### src/rtl/core/sre_pkg.sv
`default_nettype none
// ----------------------------------------------------------------------------
// sre_pkg
// Shared types and helpers for the color Sobel edge-magnitude filter.
// ----------------------------------------------------------------------------
package sre_pkg;

    // Number of entries in the job queue between front and back.
    localparam int QDEPTH = 2;
    localparam int QPTR_W = $clog2(QDEPTH);

    typedef struct packed {
        logic [10:0] width;
        logic [15:0] height;
        logic        restart;
    } t_cfg;

    // One result job: the eight neighbors of the target pixel after
    // border mirroring, plus the sideband flags of the result.
    typedef struct packed {
        logic [23:0] tl;
        logic [23:0] tc;
        logic [23:0] tr;
        logic [23:0] ml;
        logic [23:0] mr;
        logic [23:0] bl;
        logic [23:0] bc;
        logic [23:0] br;
        logic        run_last;
        logic        frame_last;
    } t_job;

    function automatic logic [7:0] chan_of(logic [23:0] p, logic [1:0] k);
        return p[8*k +: 8];
    endfunction

endpackage
`default_nettype wire

### src/rtl/core/sre_queue.sv
`default_nettype none
// ----------------------------------------------------------------------------
// sre_queue
// Small job queue that lets the window front end and the arithmetic back
// end stall independently.
// ----------------------------------------------------------------------------
module sre_queue import sre_pkg::*; (
    input  wire logic i_clk,
    input  wire logic i_rst_n,
    input  wire logic i_push,
    input  wire t_job i_job,
    output logic      o_full,
    output logic      o_valid,
    output t_job      o_job,
    input  wire logic i_pop
);

    t_job                r_mem [QDEPTH];
    logic [QPTR_W-1:0]   r_wr;
    logic [QPTR_W-1:0]   r_rd;
    logic [QPTR_W:0]     r_count;

    assign o_full  = (r_count == (QPTR_W+1)'(QDEPTH));
    assign o_valid = (r_count != '0);
    assign o_job   = r_mem[r_rd];

    always_ff @(posedge i_clk) begin
        if (i_push) begin
            r_mem[r_wr] <= i_job;
        end
    end

    always_ff @(posedge i_clk) begin
        if (!i_rst_n) begin
            r_wr    <= '0;
            r_rd    <= '0;
            r_count <= '0;
        end else begin
            if (i_push) begin
                r_wr <= (r_wr == QPTR_W'(QDEPTH-1)) ? '0 : r_wr + 1'b1;
            end
            if (i_pop) begin
                r_rd <= (r_rd == QPTR_W'(QDEPTH-1)) ? '0 : r_rd + 1'b1;
            end
            if (i_push && !i_pop) begin
                r_count <= r_count + 1'b1;
            end else if (!i_push && i_pop) begin
                r_count <= r_count - 1'b1;
            end
        end
    end

`ifndef ASSERT_OFF
    a_no_overflow: assert property (@(posedge i_clk) disable iff (!i_rst_n)
        !(i_push && o_full))
        else $error("job pushed into a full queue");
    a_no_underflow: assert property (@(posedge i_clk) disable iff (!i_rst_n)
        !(i_pop && !o_valid))
        else $error("job popped from an empty queue");
    a_count_grows: assert property (@(posedge i_clk) disable iff (!i_rst_n)
        (i_push && !i_pop) |=> (r_count == $past(r_count) + 1'b1))
        else $error("queue fill level did not follow a push");
`endif

endmodule
`default_nettype wire

### config.mk
export PLATFORM = sky130hd
export DESIGN_NAME = sre_queue
export DESIGN_NICKNAME = d
export VERILOG_FILES = /design/src/rtl/core/sre_pkg.sv /design/src/rtl/core/sre_queue.sv
export SDC_FILE = /design/constraint.sdc
export NUM_CORES = 1
export LEC_CHECK = 0
export ABC_AREA = 1
export BUFFER_PORTS_ARGS = -buffer_cell sky130_fd_sc_hd__buf_4
export CORE_AREA = 5 5 199 201
export CTS_CLUSTER_DIAMETER = 120
export DETAILED_ROUTE_END_ITERATION = 10
export DIE_AREA = 0 0 204 206
export PLACE_DENSITY_LB_ADDON = 0.08
export SETUP_SLACK_MARGIN = 0.05
export SYNTH_ARGS = -nofsm -noshare
export SYNTH_HDL_FRONTEND = slang
export SYNTH_SLANG_ARGS = --single-unit
### constraint.sdc
create_clock -name i_clk -period 10.5 [get_ports i_clk]
set_input_delay 0.525 -clock i_clk [delete_from_list [all_inputs] [get_ports i_clk]]
set_output_delay 0.525 -clock i_clk [all_outputs]
set_load 0.01 [all_outputs]
==> impl_metrics.ini <==
[route]
num_vias = 7264
drt-initial-drc-count = 270
ant_nets = 0
firstDrtPassIters = 6
drc = 0
viasPerCell = 4.52
routedWlPerCell_um = 20.3
wirelength_mm = 32.6

[layout]
fill_cells = 3028
final_core_util_pct = 52.6
final_net_count = 1261
final_cell_count_no_fill = 1607
final_design_area_no_fill_sq_um = 19700
drive_gt1_share_pct = 59.5
area_growth_pct = 32.1

[clocking]
cts_tree = done
clock_sinks = 393
root_buffer = clkbuf_16
cts_resized = 0
cts_hold_buf = 0
cts_buffers = 43
insertion_delay_ps = 530
clkTransAtPathRegs_ps = 60
htreeDepth = 2
post_cts_buffers = 0
max-clock-path-buffers = 3

[critical_path]
cp_slowest_stage_delay_ps = 880
worstPathArrival_ps = 3720
endpoint_kind = output pin
worstSetupStartpointType = flip-flop
worst_path_max_delay_cell = dfxtp_4
crit_top_cell = buf_4
cp.buffers_inverters = 3
cp.required_ps = 9980
path_cells = buf_4 -> buf_4 -> mux2_2 -> buf_4
path_class = reg2out
r2r_slack_ps = 7710
path_delay_family = buffers and inverters
critPathMaxFanout = 51

[global_routing]
grt_max_degree = 116
grt_usage_pct = 14.6
antenna_found_initial = 1
grt_pass1_vias = 7558
grt_overflow = 0
grt_first_pass_wirelength_mm = 46.3

[synthesis]
yosys_register_bits = 393
synth.most_common_cell = edfxtp_1
synth_top_area_cell = edfxtp_1
synth_common_cells = edfxtp_1, mux2_4, mux2_2, buf_6, nand2_1
syn-num-nets = 838
seq_area_frac_synth_pct = 78.9
synth-edff-count = 388
synth_top_cells_by_area = edfxtp_1, mux2_4, mux2_2
synth_cell_type_count = 15
synth_top_area_share_pct = 78.2
synth_ff_type = edfxtp_1
syn_area_per_cell_sq_um = 23.3
yosys_warnings = 0
synth_cells = 639
async_flop_share_pct = 0
netlist_area_sq_um = 14900

[power_and_ir_drop]
vdd_ir_drop_max_mv = 0.149
p_per_area_nw_per_um2 = 187
totalPowerFinal_mw = 3.68
leakagePower_nw = 7.69

[sta]
rsz0062_at_grt = no
finalHoldViolations = 0
drv_slew = 0
max_slew_margin_pct = 24.7
holdWs_ps = 171
tightestPinTransition_ps = 1130
fin_crit_ps = 4240
finalSetupTns_ps = 0
clock.fmax_mhz = 236
setup_slack_ps = 6260
fin_skew_ps = 19.5
setup_viol = 0
fin_crit_sh_pct = 40.4

[floorplan]
row_count = 71
io_pins = 394
die-area_sq_um = 42000
start_util_pct = 39.8
die_x_um = 204
die_h_um = 206
coreArea_sq_um = 37400

[placement]
place_area_sq_um = 18300
dpl.hpwl_mm = 22.5
post-place-ws_ps = 6730
dp_cells = 1528
gp_congestion = 0.758
io_buffers = 393

[run]
drv_cap = 0

[worst_hold_path]
holdCritPathClass = in2reg

[status]
status = completed
-- metal layers --
layer / up-vias / wire [um] / track usage (%) / part of all wire [%]
met1: 3583 / 12900 / 17.8 / 40
met4: 0 / 863 / 4.64 / 2.6
met3: 54 / 3140 / 6.15 / 9.6
met5: - / 0 / 0 / 0
li1: 3378 / - / - / -
met2: 249 / 15700 / 23.8 / 48
-- cells by family (layout without fill, tap and decap cells) --
logic type / Yosys count / count (layout) / share of synthesized area [%]
AOI/OAI and AO/OA: 2 / 2 / 0.0671
adders and majority gates: 1 / 1 / 0.0840
buffers and inverters: 30 / 486 / 1.76
DFF: 393 / 393 / 78.9
muxes: 194 / 194 / 18.7
other: 0 / 1 / 0
and+or+nand+nor: 19 / 19 / 0.504
-- flip-flops by register name (all words and copies together) (netlist names), named ones only --
signal / flops
r_rd: 1
r_count: 2
r_mem: 388
r_wr: 1
-- power breakdown --
part | total (mW) | leakage, nW | switching (mW) | internal (mW)
logic | 0.409 | 3.36 | 0.179 | 0.230
registers | 1.85 | 3.68 | 0.0269 | 1.82
clock network | 1.42 | 0.652 | 0.565 | 0.856
-- cell type report --
class	count	area [sq um]	share of cell area, %
inverter	8	37.5	0.191
multi-input combinational	216	2890	14.7
sequential	393	11800	59.8
clock buffer	58	1170	5.97
tap	511	639	3.25
timing repair buffer	400	3000	15.3
clock inverter	20	169	0.859
antenna	1	2.50	0.0127
-- cells in the final DEF, fill, tap and decap left out, drive strengths merged --
cell and n:
nand3 1, o21ai 1, clkbuf 58, a21oi 1, ha 1, diode 1
edfxtp 388, clkinvlp 1, clkinv 15, nand2 9, bufinv 3, inv 9
dfxtp 5, mux2 194, buf 400, nand4 1, nor2 8
-- final timing paths --
path                                        start                     end  cells after the start
worst max register to register  r_wr$_SDFFE_PN0P_  r_mem[0][45]$_DFFE_PP_                      3
worst min register to register  r_rd$_SDFFE_PN0P_       r_rd$_SDFFE_PN0P_                      2
worst max-delay path                    flip-flop              o_job[191]                      4
worst min-delay path                     i_job[4]   r_mem[0][4]$_DFFE_PP_                      1
(Power assumes the default switching activity.)
