[config.mk]
export PLATFORM = sky130hd
export DESIGN_NAME = sre_back
export DESIGN_NICKNAME = d
export VERILOG_FILES = /design/src/rtl/core/sre_pkg.sv /design/src/rtl/core/sre_back.sv
export SDC_FILE = /design/constraint.sdc
export NUM_CORES = 1
export LEC_CHECK = 0
export ABC_AREA = 1
export BUFFER_PORTS_ARGS = -buffer_cell sky130_fd_sc_hd__buf_2
export CAP_MARGIN = 0
export CORE_UTILIZATION = 60
export CTS_CLUSTER_SIZE = 10
export DETAILED_ROUTE_END_ITERATION = 16
export PLACE_DENSITY_LB_ADDON = 0.25
export SLEW_MARGIN = 30
export SYNTH_ARGS = -nofsm -noshare
export SYNTH_HDL_FRONTEND = slang
export SYNTH_SLANG_ARGS = --single-unit
[constraint.sdc]
create_clock -name i_clk -period 28.9 [get_ports i_clk]
set_clock_uncertainty 0.2 [all_clocks]
set_input_delay 2.89 -clock i_clk [delete_from_list [all_inputs] [get_ports i_clk]]
set_output_delay 2.89 -clock i_clk [all_outputs]
set_load 0.05 [all_outputs]
[src/rtl/core/sre_pkg.sv]
`default_nettype none
// ----------------------------------------------------------------------------
// sre_pkg
// Shared types and helpers for the color Sobel edge-magnitude filter.
// ----------------------------------------------------------------------------
package sre_pkg;

    // Number of entries in the job queue between front and back.
    localparam int QDEPTH = 2;
    localparam int QPTR_W = $clog2(QDEPTH);

    typedef struct packed {
        logic [10:0] width;
        logic [15:0] height;
        logic        restart;
    } t_cfg;

    // One result job: the eight neighbors of the target pixel after
    // border mirroring, plus the sideband flags of the result.
    typedef struct packed {
        logic [23:0] tl;
        logic [23:0] tc;
        logic [23:0] tr;
        logic [23:0] ml;
        logic [23:0] mr;
        logic [23:0] bl;
        logic [23:0] bc;
        logic [23:0] br;
        logic        run_last;
        logic        frame_last;
    } t_job;

    function automatic logic [7:0] chan_of(logic [23:0] p, logic [1:0] k);
        return p[8*k +: 8];
    endfunction

endpackage
`default_nettype wire

[src/rtl/core/sre_back.sv]
`default_nettype none
// ----------------------------------------------------------------------------
// sre_back
// Computes one edge level per job: Sobel sums per channel, a bit-serial
// square root per channel, then the rounded average of the three.
// ----------------------------------------------------------------------------
module sre_back import sre_pkg::*; #(
    parameter int SQRT_FRAC_BITS = 10
) (
    input  wire logic i_clk,
    input  wire logic i_rst_n,
    input  wire logic i_valid,
    input  wire t_job i_job,
    output logic      o_pop,
    output logic      o_valid,
    input  wire logic i_ready,
    output logic [7:0] o_edge_level,
    output logic      o_run_last,
    output logic      o_frame_last
);

    localparam int RTW   = 9 + SQRT_FRAC_BITS;
    localparam int RW    = RTW + 2;
    localparam int SW    = 18 + 2 * SQRT_FRAC_BITS;
    localparam int STEPS = SW / 2;
    localparam int NW    = $clog2(STEPS);
    localparam int TW    = RTW + 2;

    typedef enum logic [6:0] {
        B_IDLE = 7'b0000001,
        B_GRAD = 7'b0000010,
        B_SQR  = 7'b0000100,
        B_ROOT = 7'b0001000,
        B_DIV  = 7'b0010000,
        B_MUL  = 7'b0100000,
        B_OUT  = 7'b1000000
    } t_bstate;

    t_bstate       r_state;
    t_job          r_job;
    logic [1:0]    r_k;
    logic [7:0]    r_ax;
    logic [7:0]    r_ay;
    logic [SW-1:0] r_rad;
    logic [RW-1:0] r_rem;
    logic [RTW-1:0] r_root;
    logic [NW-1:0] r_cnt;
    logic [TW-1:0] r_total;
    logic [11:0]   r_q;
    logic [7:0]    r_level;
    logic          r_run;
    logic          r_frame;

    logic [9:0]    gx_pos, gx_neg, gy_pos, gy_neg;
    logic [15:0]   sq_x, sq_y;
    logic [16:0]   sum_sq;
    logic [RW-1:0] rem_sh, trial;
    logic [RW-1:0] rem_n;
    logic [RTW-1:0] root_n;
    logic [TW:0]   rounded;
    logic [24:0]   prod;

    function automatic logic [7:0] mag_clamp(logic [9:0] a, logic [9:0] b);
        logic [9:0] d;
        d = (a >= b) ? a - b : b - a;
        return (d > 10'd255) ? 8'd255 : d[7:0];
    endfunction

    always_comb begin
        gx_pos = {2'b0, chan_of(r_job.tr, r_k)} + {1'b0, chan_of(r_job.mr, r_k), 1'b0}
               + {2'b0, chan_of(r_job.br, r_k)};
        gx_neg = {2'b0, chan_of(r_job.tl, r_k)} + {1'b0, chan_of(r_job.ml, r_k), 1'b0}
               + {2'b0, chan_of(r_job.bl, r_k)};
        gy_pos = {2'b0, chan_of(r_job.bl, r_k)} + {1'b0, chan_of(r_job.bc, r_k), 1'b0}
               + {2'b0, chan_of(r_job.br, r_k)};
        gy_neg = {2'b0, chan_of(r_job.tl, r_k)} + {1'b0, chan_of(r_job.tc, r_k), 1'b0}
               + {2'b0, chan_of(r_job.tr, r_k)};
        sq_x   = r_ax * r_ax;
        sq_y   = r_ay * r_ay;
        sum_sq = {1'b0, sq_x} + {1'b0, sq_y};
        // One result bit per step of the digit-by-digit square root.
        rem_sh = {r_rem[RW-3:0], r_rad[SW-1:SW-2]};
        trial  = {r_root, 2'b01};
        if (rem_sh >= trial) begin
            rem_n  = rem_sh - trial;
            root_n = {r_root[RTW-2:0], 1'b1};
        end else begin
            rem_n  = rem_sh;
            root_n = {r_root[RTW-2:0], 1'b0};
        end
        rounded = {1'b0, r_total} + (TW+1)'(3 << (SQRT_FRAC_BITS - 1));
        // Division by three as a multiply by a scaled reciprocal.
        prod    = {13'b0, r_q} * 25'd2731;
    end

    assign o_pop        = (r_state == B_IDLE) && i_valid;
    assign o_valid      = (r_state == B_OUT);
    assign o_edge_level = r_level;
    assign o_run_last   = r_run;
    assign o_frame_last = r_frame;

    always_ff @(posedge i_clk) begin
        case (r_state)
            B_IDLE: begin
                r_job   <= i_job;
                r_total <= '0;
            end
            B_GRAD: begin
                r_ax <= mag_clamp(gx_pos, gx_neg);
                r_ay <= mag_clamp(gy_pos, gy_neg);
            end
            B_SQR: begin
                r_rad  <= {1'b0, sum_sq, {(2*SQRT_FRAC_BITS){1'b0}}};
                r_rem  <= '0;
                r_root <= '0;
            end
            B_ROOT: begin
                r_rad  <= {r_rad[SW-3:0], 2'b00};
                r_rem  <= rem_n;
                r_root <= root_n;
                if (r_cnt == NW'(STEPS - 1)) begin
                    r_total <= r_total + TW'(root_n);
                end
            end
            B_DIV: begin
                r_q <= 12'(rounded >> SQRT_FRAC_BITS);
            end
            B_MUL: begin
                r_level <= (prod[24:13] > 12'd255) ? 8'd255 : prod[20:13];
                r_run   <= r_job.run_last;
                r_frame <= r_job.frame_last;
            end
            default: ;
        endcase
    end

    always_ff @(posedge i_clk) begin
        if (!i_rst_n) begin
            r_state <= B_IDLE;
            r_k     <= '0;
            r_cnt   <= '0;
        end else begin
            case (r_state)
                B_IDLE: begin
                    if (i_valid) begin
                        r_k     <= '0;
                        r_state <= B_GRAD;
                    end
                end
                B_GRAD: r_state <= B_SQR;
                B_SQR: begin
                    r_cnt   <= '0;
                    r_state <= B_ROOT;
                end
                B_ROOT: begin
                    if (r_cnt == NW'(STEPS - 1)) begin
                        if (r_k == 2'd2) begin
                            r_state <= B_DIV;
                        end else begin
                            r_k     <= r_k + 2'd1;
                            r_state <= B_GRAD;
                        end
                    end else begin
                        r_cnt <= r_cnt + 1'b1;
                    end
                end
                B_DIV: r_state <= B_MUL;
                B_MUL: r_state <= B_OUT;
                B_OUT: begin
                    if (i_ready) begin
                        r_state <= B_IDLE;
                    end
                end
                default: r_state <= B_IDLE;
            endcase
        end
    end

endmodule
`default_nettype wire
==> results of run 1 <==
cell type report:
cell class | count | area, um^2
Antenna cell | 2 | 5.00
Clock buffer | 53 | 1060
Clock inverter | 9 | 118
Fill cell | 3218 | 13200
Inverter | 464 | 1750
Multi-Input combinational cell | 1849 | 13300
Sequential cell | 323 | 9560
Tap cell | 532 | 666
Timing Repair Buffer | 219 | 1150
registers in the layout (all words and copies together) (netlist names), 2 cells and up:
register and count:
o_edge_level 8, r_ax 8, r_ay 8, r_cnt 5
r_job 194, r_k 2, r_q 12, r_rad 18
r_rem 19, r_root 19, r_state 7, r_total 21
cell families (layout without fill, tap and decap cells):
| kind of cell | Yosys count | after routing |
|---|---|---|
| AOI/OAI and AO/OA | 429 | 429 |
| xor gates and xnor gates | 89 | 89 |
| buffers and inverters | 526 | 745 |
| DFF | 323 | 323 |
| and+or+nand+nor | 925 | 925 |
| adders and majority gates | 406 | 406 |
| other | 0 | 2 |
cell usage in the layout (no fill, tap or decap), types with 9 or more instances in the layout:
master / instances
sky130_fd_sc_hd__nand4_1: 25
sky130_fd_sc_hd__nand2_1: 479
sky130_fd_sc_hd__inv_1: 458
sky130_fd_sc_hd__dfxtp_1: 13
sky130_fd_sc_hd__nor2_1: 255
sky130_fd_sc_hd__a21o_1: 13
sky130_fd_sc_hd__nand3b_1: 9
sky130_fd_sc_hd__o21a_1: 9
sky130_fd_sc_hd__nand3_1: 95
sky130_fd_sc_hd__o21bai_1: 18
sky130_fd_sc_hd__or2_2: 12
sky130_fd_sc_hd__clkbuf_16: 40
sky130_fd_sc_hd__ha_1: 255
sky130_fd_sc_hd__buf_2: 209
sky130_fd_sc_hd__o21ai_0: 192
sky130_fd_sc_hd__xnor2_1: 20
sky130_fd_sc_hd__edfxtp_1: 309
sky130_fd_sc_hd__nor3_1: 14
sky130_fd_sc_hd__fa_1: 151
sky130_fd_sc_hd__a21oi_1: 141
sky130_fd_sc_hd__clkbuf_1: 12
sky130_fd_sc_hd__xor2_1: 69
sky130_fd_sc_hd__a2bb2oi_1: 14
worst min-delay path by stage:
| stage | start | slack [ns] | endpoint |
|---|---|---|---|
| after global placement | r_job[0]$_DFFE_PP_ | 0.20 | o_frame_last$_DFFE_PN_ |
| after floorplan | r_job[0]$_DFFE_PP_ | 0.20 | o_frame_last$_DFFE_PN_ |
| final | r_job[1]$_DFFE_PP_ | 0.22 | o_run_last$_DFFE_PN_ |
| after detailed placement | r_job[1]$_DFFE_PP_ | 0.22 | o_run_last$_DFFE_PN_ |
| after global routing | r_job[1]$_DFFE_PP_ | 0.24 | o_run_last$_DFFE_PN_ |
| after CTS | r_job[1]$_DFFE_PP_ | 0.22 | o_run_last$_DFFE_PN_ |
synth_stat cells, types with 3 or more instances:
library cell and count:
sky130_fd_sc_hd__nand2_2 8, sky130_fd_sc_hd__and3_1 3, sky130_fd_sc_hd__nor4_1 7, sky130_fd_sc_hd__o21bai_1 18, sky130_fd_sc_hd__o21ai_0 192, sky130_fd_sc_hd__xnor2_1 20
sky130_fd_sc_hd__ha_1 255, sky130_fd_sc_hd__buf_2 7, sky130_fd_sc_hd__buf_4 3, sky130_fd_sc_hd__a21boi_0 6, sky130_fd_sc_hd__a31oi_1 6, sky130_fd_sc_hd__clkbuf_2 3
sky130_fd_sc_hd__a21o_1 13, sky130_fd_sc_hd__or2_2 12, sky130_fd_sc_hd__edfxtp_1 309, sky130_fd_sc_hd__o21a_1 9, sky130_fd_sc_hd__nand3_2 3, sky130_fd_sc_hd__nor2_2 4
sky130_fd_sc_hd__nand4_1 25, sky130_fd_sc_hd__nand2_1 479, sky130_fd_sc_hd__a32oi_1 4, sky130_fd_sc_hd__nand3b_1 9, sky130_fd_sc_hd__clkbuf_1 42, sky130_fd_sc_hd__fa_1 151
sky130_fd_sc_hd__dfxtp_1 14, sky130_fd_sc_hd__and2_1 3, sky130_fd_sc_hd__a21oi_2 3, sky130_fd_sc_hd__nor3_1 14, sky130_fd_sc_hd__a21oi_1 141, sky130_fd_sc_hd__inv_1 461
sky130_fd_sc_hd__nor2_1 257, sky130_fd_sc_hd__o211ai_1 3, sky130_fd_sc_hd__nand3_1 95, sky130_fd_sc_hd__buf_6 5, sky130_fd_sc_hd__xor2_1 69, sky130_fd_sc_hd__a2bb2oi_1 14
sky130_fd_sc_hd__o21ai_1 8
per-stage QoR:
stage          hold WS [ns]  instance area (um^2)  setup slack [ns]
3_5_place_dp          0.222                 26400             22.43
5_1_grt               0.243                 27600             22.04
3_3_place_gp          0.204                 26400             22.45
4_1_cts               0.221                 27600             22.42
6_report              0.220                 27600             22.42
2_1_floorplan         0.200                 24900             15.45
metal layers:
metal / vias to the layer above / share of wire, %
met1: 8790 / 41
li1: 9272 / -
met2: 638 / 48
met4: 8 / 4.8
met3: 158 / 6.1
met5: - / 0.080
==> metrics.txt, run 1 <==
CP endpoint=o_pop; starting density of the core=60.9%; CTS Sinks=323; clock latency reported for the late side of the worst-skew pair=0.58 ns; simple-gate portion of the synthesized area=15.5%; worst reg2reg path endpoint=r_ay[1]$_SDFFCE_PN1P_; htree depth=2; library cell used as clock root buffer=sky130_fd_sc_hd__clkbuf_16; met3 demand-to-capacity share in global routing=5.12%; arrival time at the worst endpoint=3.39 ns; final weighted congestion of routability-driven global placement=0.925; worst min-delay path category=register to register; number of core rows=74; clock transition time at the flip-flop clock pins of the worst setup and hold paths=0.05 ns; gr ovfl total=0; setup TNS=0 ns; wire length of the first global-routing pass=92900 um; worst slew slack as a fraction of its limit=37.5%; final standard cell count with taps included and fillers excluded=3451; horizontal die dimension=206 um; RSZ-0062 raised after global routing=false; Final Setup Violations=0; Layout Nets=3501; Synth Area in XOR/XNOR=3.14%; multiplexer fraction of the synthesized cell area=0%; fraction of met2 tracks used by global routing=47.1%; ordered list of cells on the worst path=buf_2 -> inv_1 -> nor2_1 -> buf_2; Slowest-stage cell, CP=sky130_fd_sc_hd__buf_2; endpoints failing hold=0; routing usage on met1=35.0%; synth unique cells=56; post-route DRC violation count=0; result of the run=finished, final reports clean; largest family of logic cells by synthesized area=adder cells; dpl hpwl=45200 um; net count after synthesis=3302; synthesis-to-layout area growth=11.0%; via count normalized by instance count=5.47; measured slew at the worst slew-check pin=0.928 ns; CP peak stage delay=0.27 ns; most used flip-flop cell after synthesis=sky130_fd_sc_hd__edfxtp_1; most used routing layer=met2; top area cells in the synthesized netlist=sky130_fd_sc_hd__edfxtp_1 37%, sky130_fd_sc_hd__ha_1 13%, sky130_fd_sc_hd__fa_1 12%; Min Clock Period, post-route=6.48 ns; Resize count post-CTS=0; clock tree from TritonCTS=built; sequential-to-total area share from yosys stat=38.5%; origin of the worst setup path=i_valid; synthesized-area fraction occupied by ao, oa, aoi and oai cells=9.70%; number of synthesized register bits=323; top cell type's share of synthesized area=37.3%; startpoint of the worst register-to-register path=r_k[0]$_SDFFE_PN0P_; cell count of the worst hold path=0; via count of the first global-routing pass=19100; number of setup buffers added after CTS=0; type of element launching the critical path=primary input; data required time of the worst path=25.81 ns; wire length reported by the detailed router=57300 um; number of DRC markers in iteration 0=1098; reg-to-reg slack, setup=22.65 ns; fraction of layout cells with a size suffix above 1=10.8%; adder-cell share of the synthesized area=25.0%; number of instances in the synthesized netlist=2698; vertical extent of the die=206 um; Util after Layout=67.6%; largest net degree at the start of global routing=196; number of enable-type register cells in the synthesized netlist=309; kind of cell with the highest combined delay on the critical path=buffers and inverters; Setup Crit Path Kind=primary input to primary output; number of ports placed on the die boundary=210; highest net fanout along the worst path=2; Tcrit/Tclk final=22.4%; buffer depth of the longest clock path=3; number of buffers and inverters on the critical path=3; maxcap violations=0; die footprint=42200 um^2; initial antenna violation count=6; post-cts hold buffer count=0; CTS buffer count=40; number of warning messages in the yosys log=0; synthesized area divided by synthesized cell count=9.21 um^2; total global-route track usage=28.1%; DR pass1 iterations=5; routed vias=18900; post-synth design cell area=24900 um^2; endpoint type of the worst setup path=primary output; number of placed cells counting well taps=3386; Port Buf Inserts=209; Register-to-Register Path Depth=26; average detailed-routed wire length per instance=16.6 um; area inside the core boundary=40800 um^2; Max Fclk=0.154 GHz; critical path depth=4; Yosys top cell by area=sky130_fd_sc_hd__edfxtp_1; fin. max-slew vios=0; Most Frequent Cell on Critical Path=sky130_fd_sc_hd__buf_2; remaining antenna violation count after routing=0; share of flip-flops with an asynchronous set or reset after synthesis=0%
Power of run 1 is left out: the tool's default activity adds up to more than one toggle a clock period on the data nets, which glitch-free logic cannot reach.
==> run 2: changes to the inputs <==
==> constraint.sdc (replaced) <==
create_clock -name i_clk -period 6.4 [get_ports i_clk]
set_clock_uncertainty 0.2 [all_clocks]
set_input_delay 0.64 -clock i_clk [delete_from_list [all_inputs] [get_ports i_clk]]
set_output_delay 0.64 -clock i_clk [all_outputs]
set_load 0.05 [all_outputs]
==> run 2 against run 1 <==
Effect of this change:
- count of clock-buffer cells in the layout shrank 2
- global-route usage is 0.67 points higher
- largest cell class unchanged
- worst hold slack worse by 0.17 ns
- flip-flop and latch count unchanged
- cell count is 0.43% higher
- core utilization grew 0.40 points
- via count is 0.15% higher
- final area increased by 0.59%
- critical path depth up 15
- register-to-register slack worse by 22 ns
==> metrics.txt, run 2 (synthesis results as in run 1) <==
clock transition time at the flip-flop clock pins of the worst setup and hold paths=0.06 ns; data required time of the worst path=6.51 ns; max FFs per register=194; critical path depth=19; synthesis-to-layout area growth=11.7%; worst slack at placement=0.573 ns; Register-to-Register Path Depth=19; number of buffers and inverters on the critical path=3; count of fill cells added during filler insertion=3228; wire length of the first global-routing pass=95300 um; result of the run=finished, final reports clean; CP endpoint=r_rad[36]$_DFFE_PP_; library cell used as clock root buffer=sky130_fd_sc_hd__clkbuf_16; reg-to-reg slack, setup=0.55 ns; final weighted congestion of routability-driven global placement=0.911; dpl hpwl=47000 um; kind of cell with the highest combined delay on the critical path=adder cells; clock latency reported for the late side of the worst-skew pair=0.56 ns; endpoint type of the worst setup path=register; worst min-delay path category=primary input to register; Resize count post-CTS=0; gr ovfl total=0; number of DRC markers in iteration 0=1205; Setup WS post-layout=0.553 ns; via count of the first global-routing pass=19300; origin of the worst setup path=r_ay[2]$_SDFFCE_PN1P_; wire length reported by the detailed router=59200 um; fraction of layout cells with a size suffix above 1=11.5%; post-cts hold buffer count=0; ordered list of cells on the worst path=nand2_1 -> fa_1 -> inv_1 -> fa_1 -> fa_1 -> fa_1 -> fa_1 -> inv_1 -> fa_1 -> inv_1 -> ha_1 -> a21oi_1 -> nor2_1 -> nor2_1 -> nor2_1 -> nor3_1 -> nand3b_1 -> nand3_1 -> nand2_1; CTS Sinks=323; RSZ-0062 raised after global routing=false; most frequent standard cell in the layout excluding fill and tap cells=sky130_fd_sc_hd__nand2_1; horizontal die dimension=206 um; buffer depth of the longest clock path=3; vertical extent of the die=206 um; number of ports placed on the die boundary=210; cell count of the worst hold path=1; type of element launching the critical path=register; Tcrit/Tclk final=91.4%; CTS buffer count=40; Min Clock Period, post-route=5.85 ns; maxcap violations=0; via count normalized by instance count=5.45; Max Fclk=0.171 GHz; htree depth=2; die footprint=42200 um^2; Layout Nets=3520; arrival time at the worst endpoint=5.95 ns; clock tree from TritonCTS=built; starting density of the core=60.9%; setup TNS=0 ns; area of combinational cells with multiple inputs=13300 um^2; Most Frequent Cell on Critical Path=sky130_fd_sc_hd__fa_1; endpoints failing hold=0; startpoint of the worst register-to-register path=r_ay[2]$_SDFFCE_PN1P_; Setup Crit Path Kind=register to register; initial antenna violation count=0; worst reg2reg path endpoint=r_rad[36]$_DFFE_PP_; worst slew slack as a fraction of its limit=40.9%; Slowest-stage cell, CP=sky130_fd_sc_hd__fa_1; total global-route track usage=28.8%; register with the highest flop count=r_job; Final Setup Violations=0; highest net fanout along the worst path=9; Port Buf Inserts=209; Reg area=9560 um^2; DR pass1 iterations=5; number of setup buffers added after CTS=0; average detailed-routed wire length per instance=17.1 um; remaining antenna violation count after routing=0; largest net degree at the start of global routing=196; top library cells by usage in the layout, fill and taps aside=479 x sky130_fd_sc_hd__nand2_1, 457 x sky130_fd_sc_hd__inv_1, 309 x sky130_fd_sc_hd__edfxtp_1, 255 x sky130_fd_sc_hd__nor2_1, 255 x sky130_fd_sc_hd__ha_1; hold_ws=0.0519 ns; routed vias=18900; CP peak stage delay=0.56 ns; fin. max-slew vios=0; area inside the core boundary=40800 um^2; post-route DRC violation count=0; measured slew at the worst slew-check pin=0.881 ns; Largest regs=r_job x194, r_total x21; number of core rows=74
run 2: changes by cell type in the layout (fill, tap and decap cells not counted), moves of 2 or more:
cell,before,now
sky130_fd_sc_hd__buf_4,8,25
sky130_fd_sc_hd__clkinv_4,2,0
sky130_fd_sc_hd__clkbuf_16,40,42
sky130_fd_sc_hd__buf_12,1,3
sky130_fd_sc_hd__clkinvlp_4,0,2
sky130_fd_sc_hd__clkbuf_1,12,8
run 2: how the worst min path moves through the flow:
stage | start | to | slack (ns)
2_1_floorplan | r_job[0]$_DFFE_PP_ | o_frame_last$_DFFE_PN_ | 0.20
3_5_place_dp | r_job[1]$_DFFE_PP_ | o_run_last$_DFFE_PN_ | 0.21
5_1_grt | i_job[19] | r_job[19]$_DFFE_PP_ | 0.03
3_3_place_gp | r_job[1]$_DFFE_PP_ | o_run_last$_DFFE_PN_ | 0.20
6_report | i_job[1] | r_job[1]$_DFFE_PP_ | 0.05
4_1_cts | i_job[1] | r_job[1]$_DFFE_PP_ | 0.02
run 2: area by class of cell:
class / instances / share of cell area [%]
timing repair buffer: 238 / 4.76
sequential: 323 / 34.4
tap: 532 / 2.40
clock buffer: 51 / 3.94
multi-input combinational: 1849 / 47.9
clock inverter: 8 / 0.284
antenna: 1 / 0.00902
inverter: 464 / 6.29
run 2: stage by stage:
stage,cells,area [um^2],util (%)
floorplan,2698,24900,-
global placement,3405,26500,65.0
detailed placement,3405,26500,65.0
CTS,3464,27700,67.9
global route,3465,27800,68.0
finish,3466,27800,68.0
run 2: layer usage:
metal	GRT usage (%)	vias to the layer above	share of wire (%)
li1	-	9273	-
met1	35.0	8870	40
met2	50.5	628	50
met3	4.72	124	5.8
met4	11.9	0	3.9
met5	0	-	0
Power of run 2 is left out for the same reason.
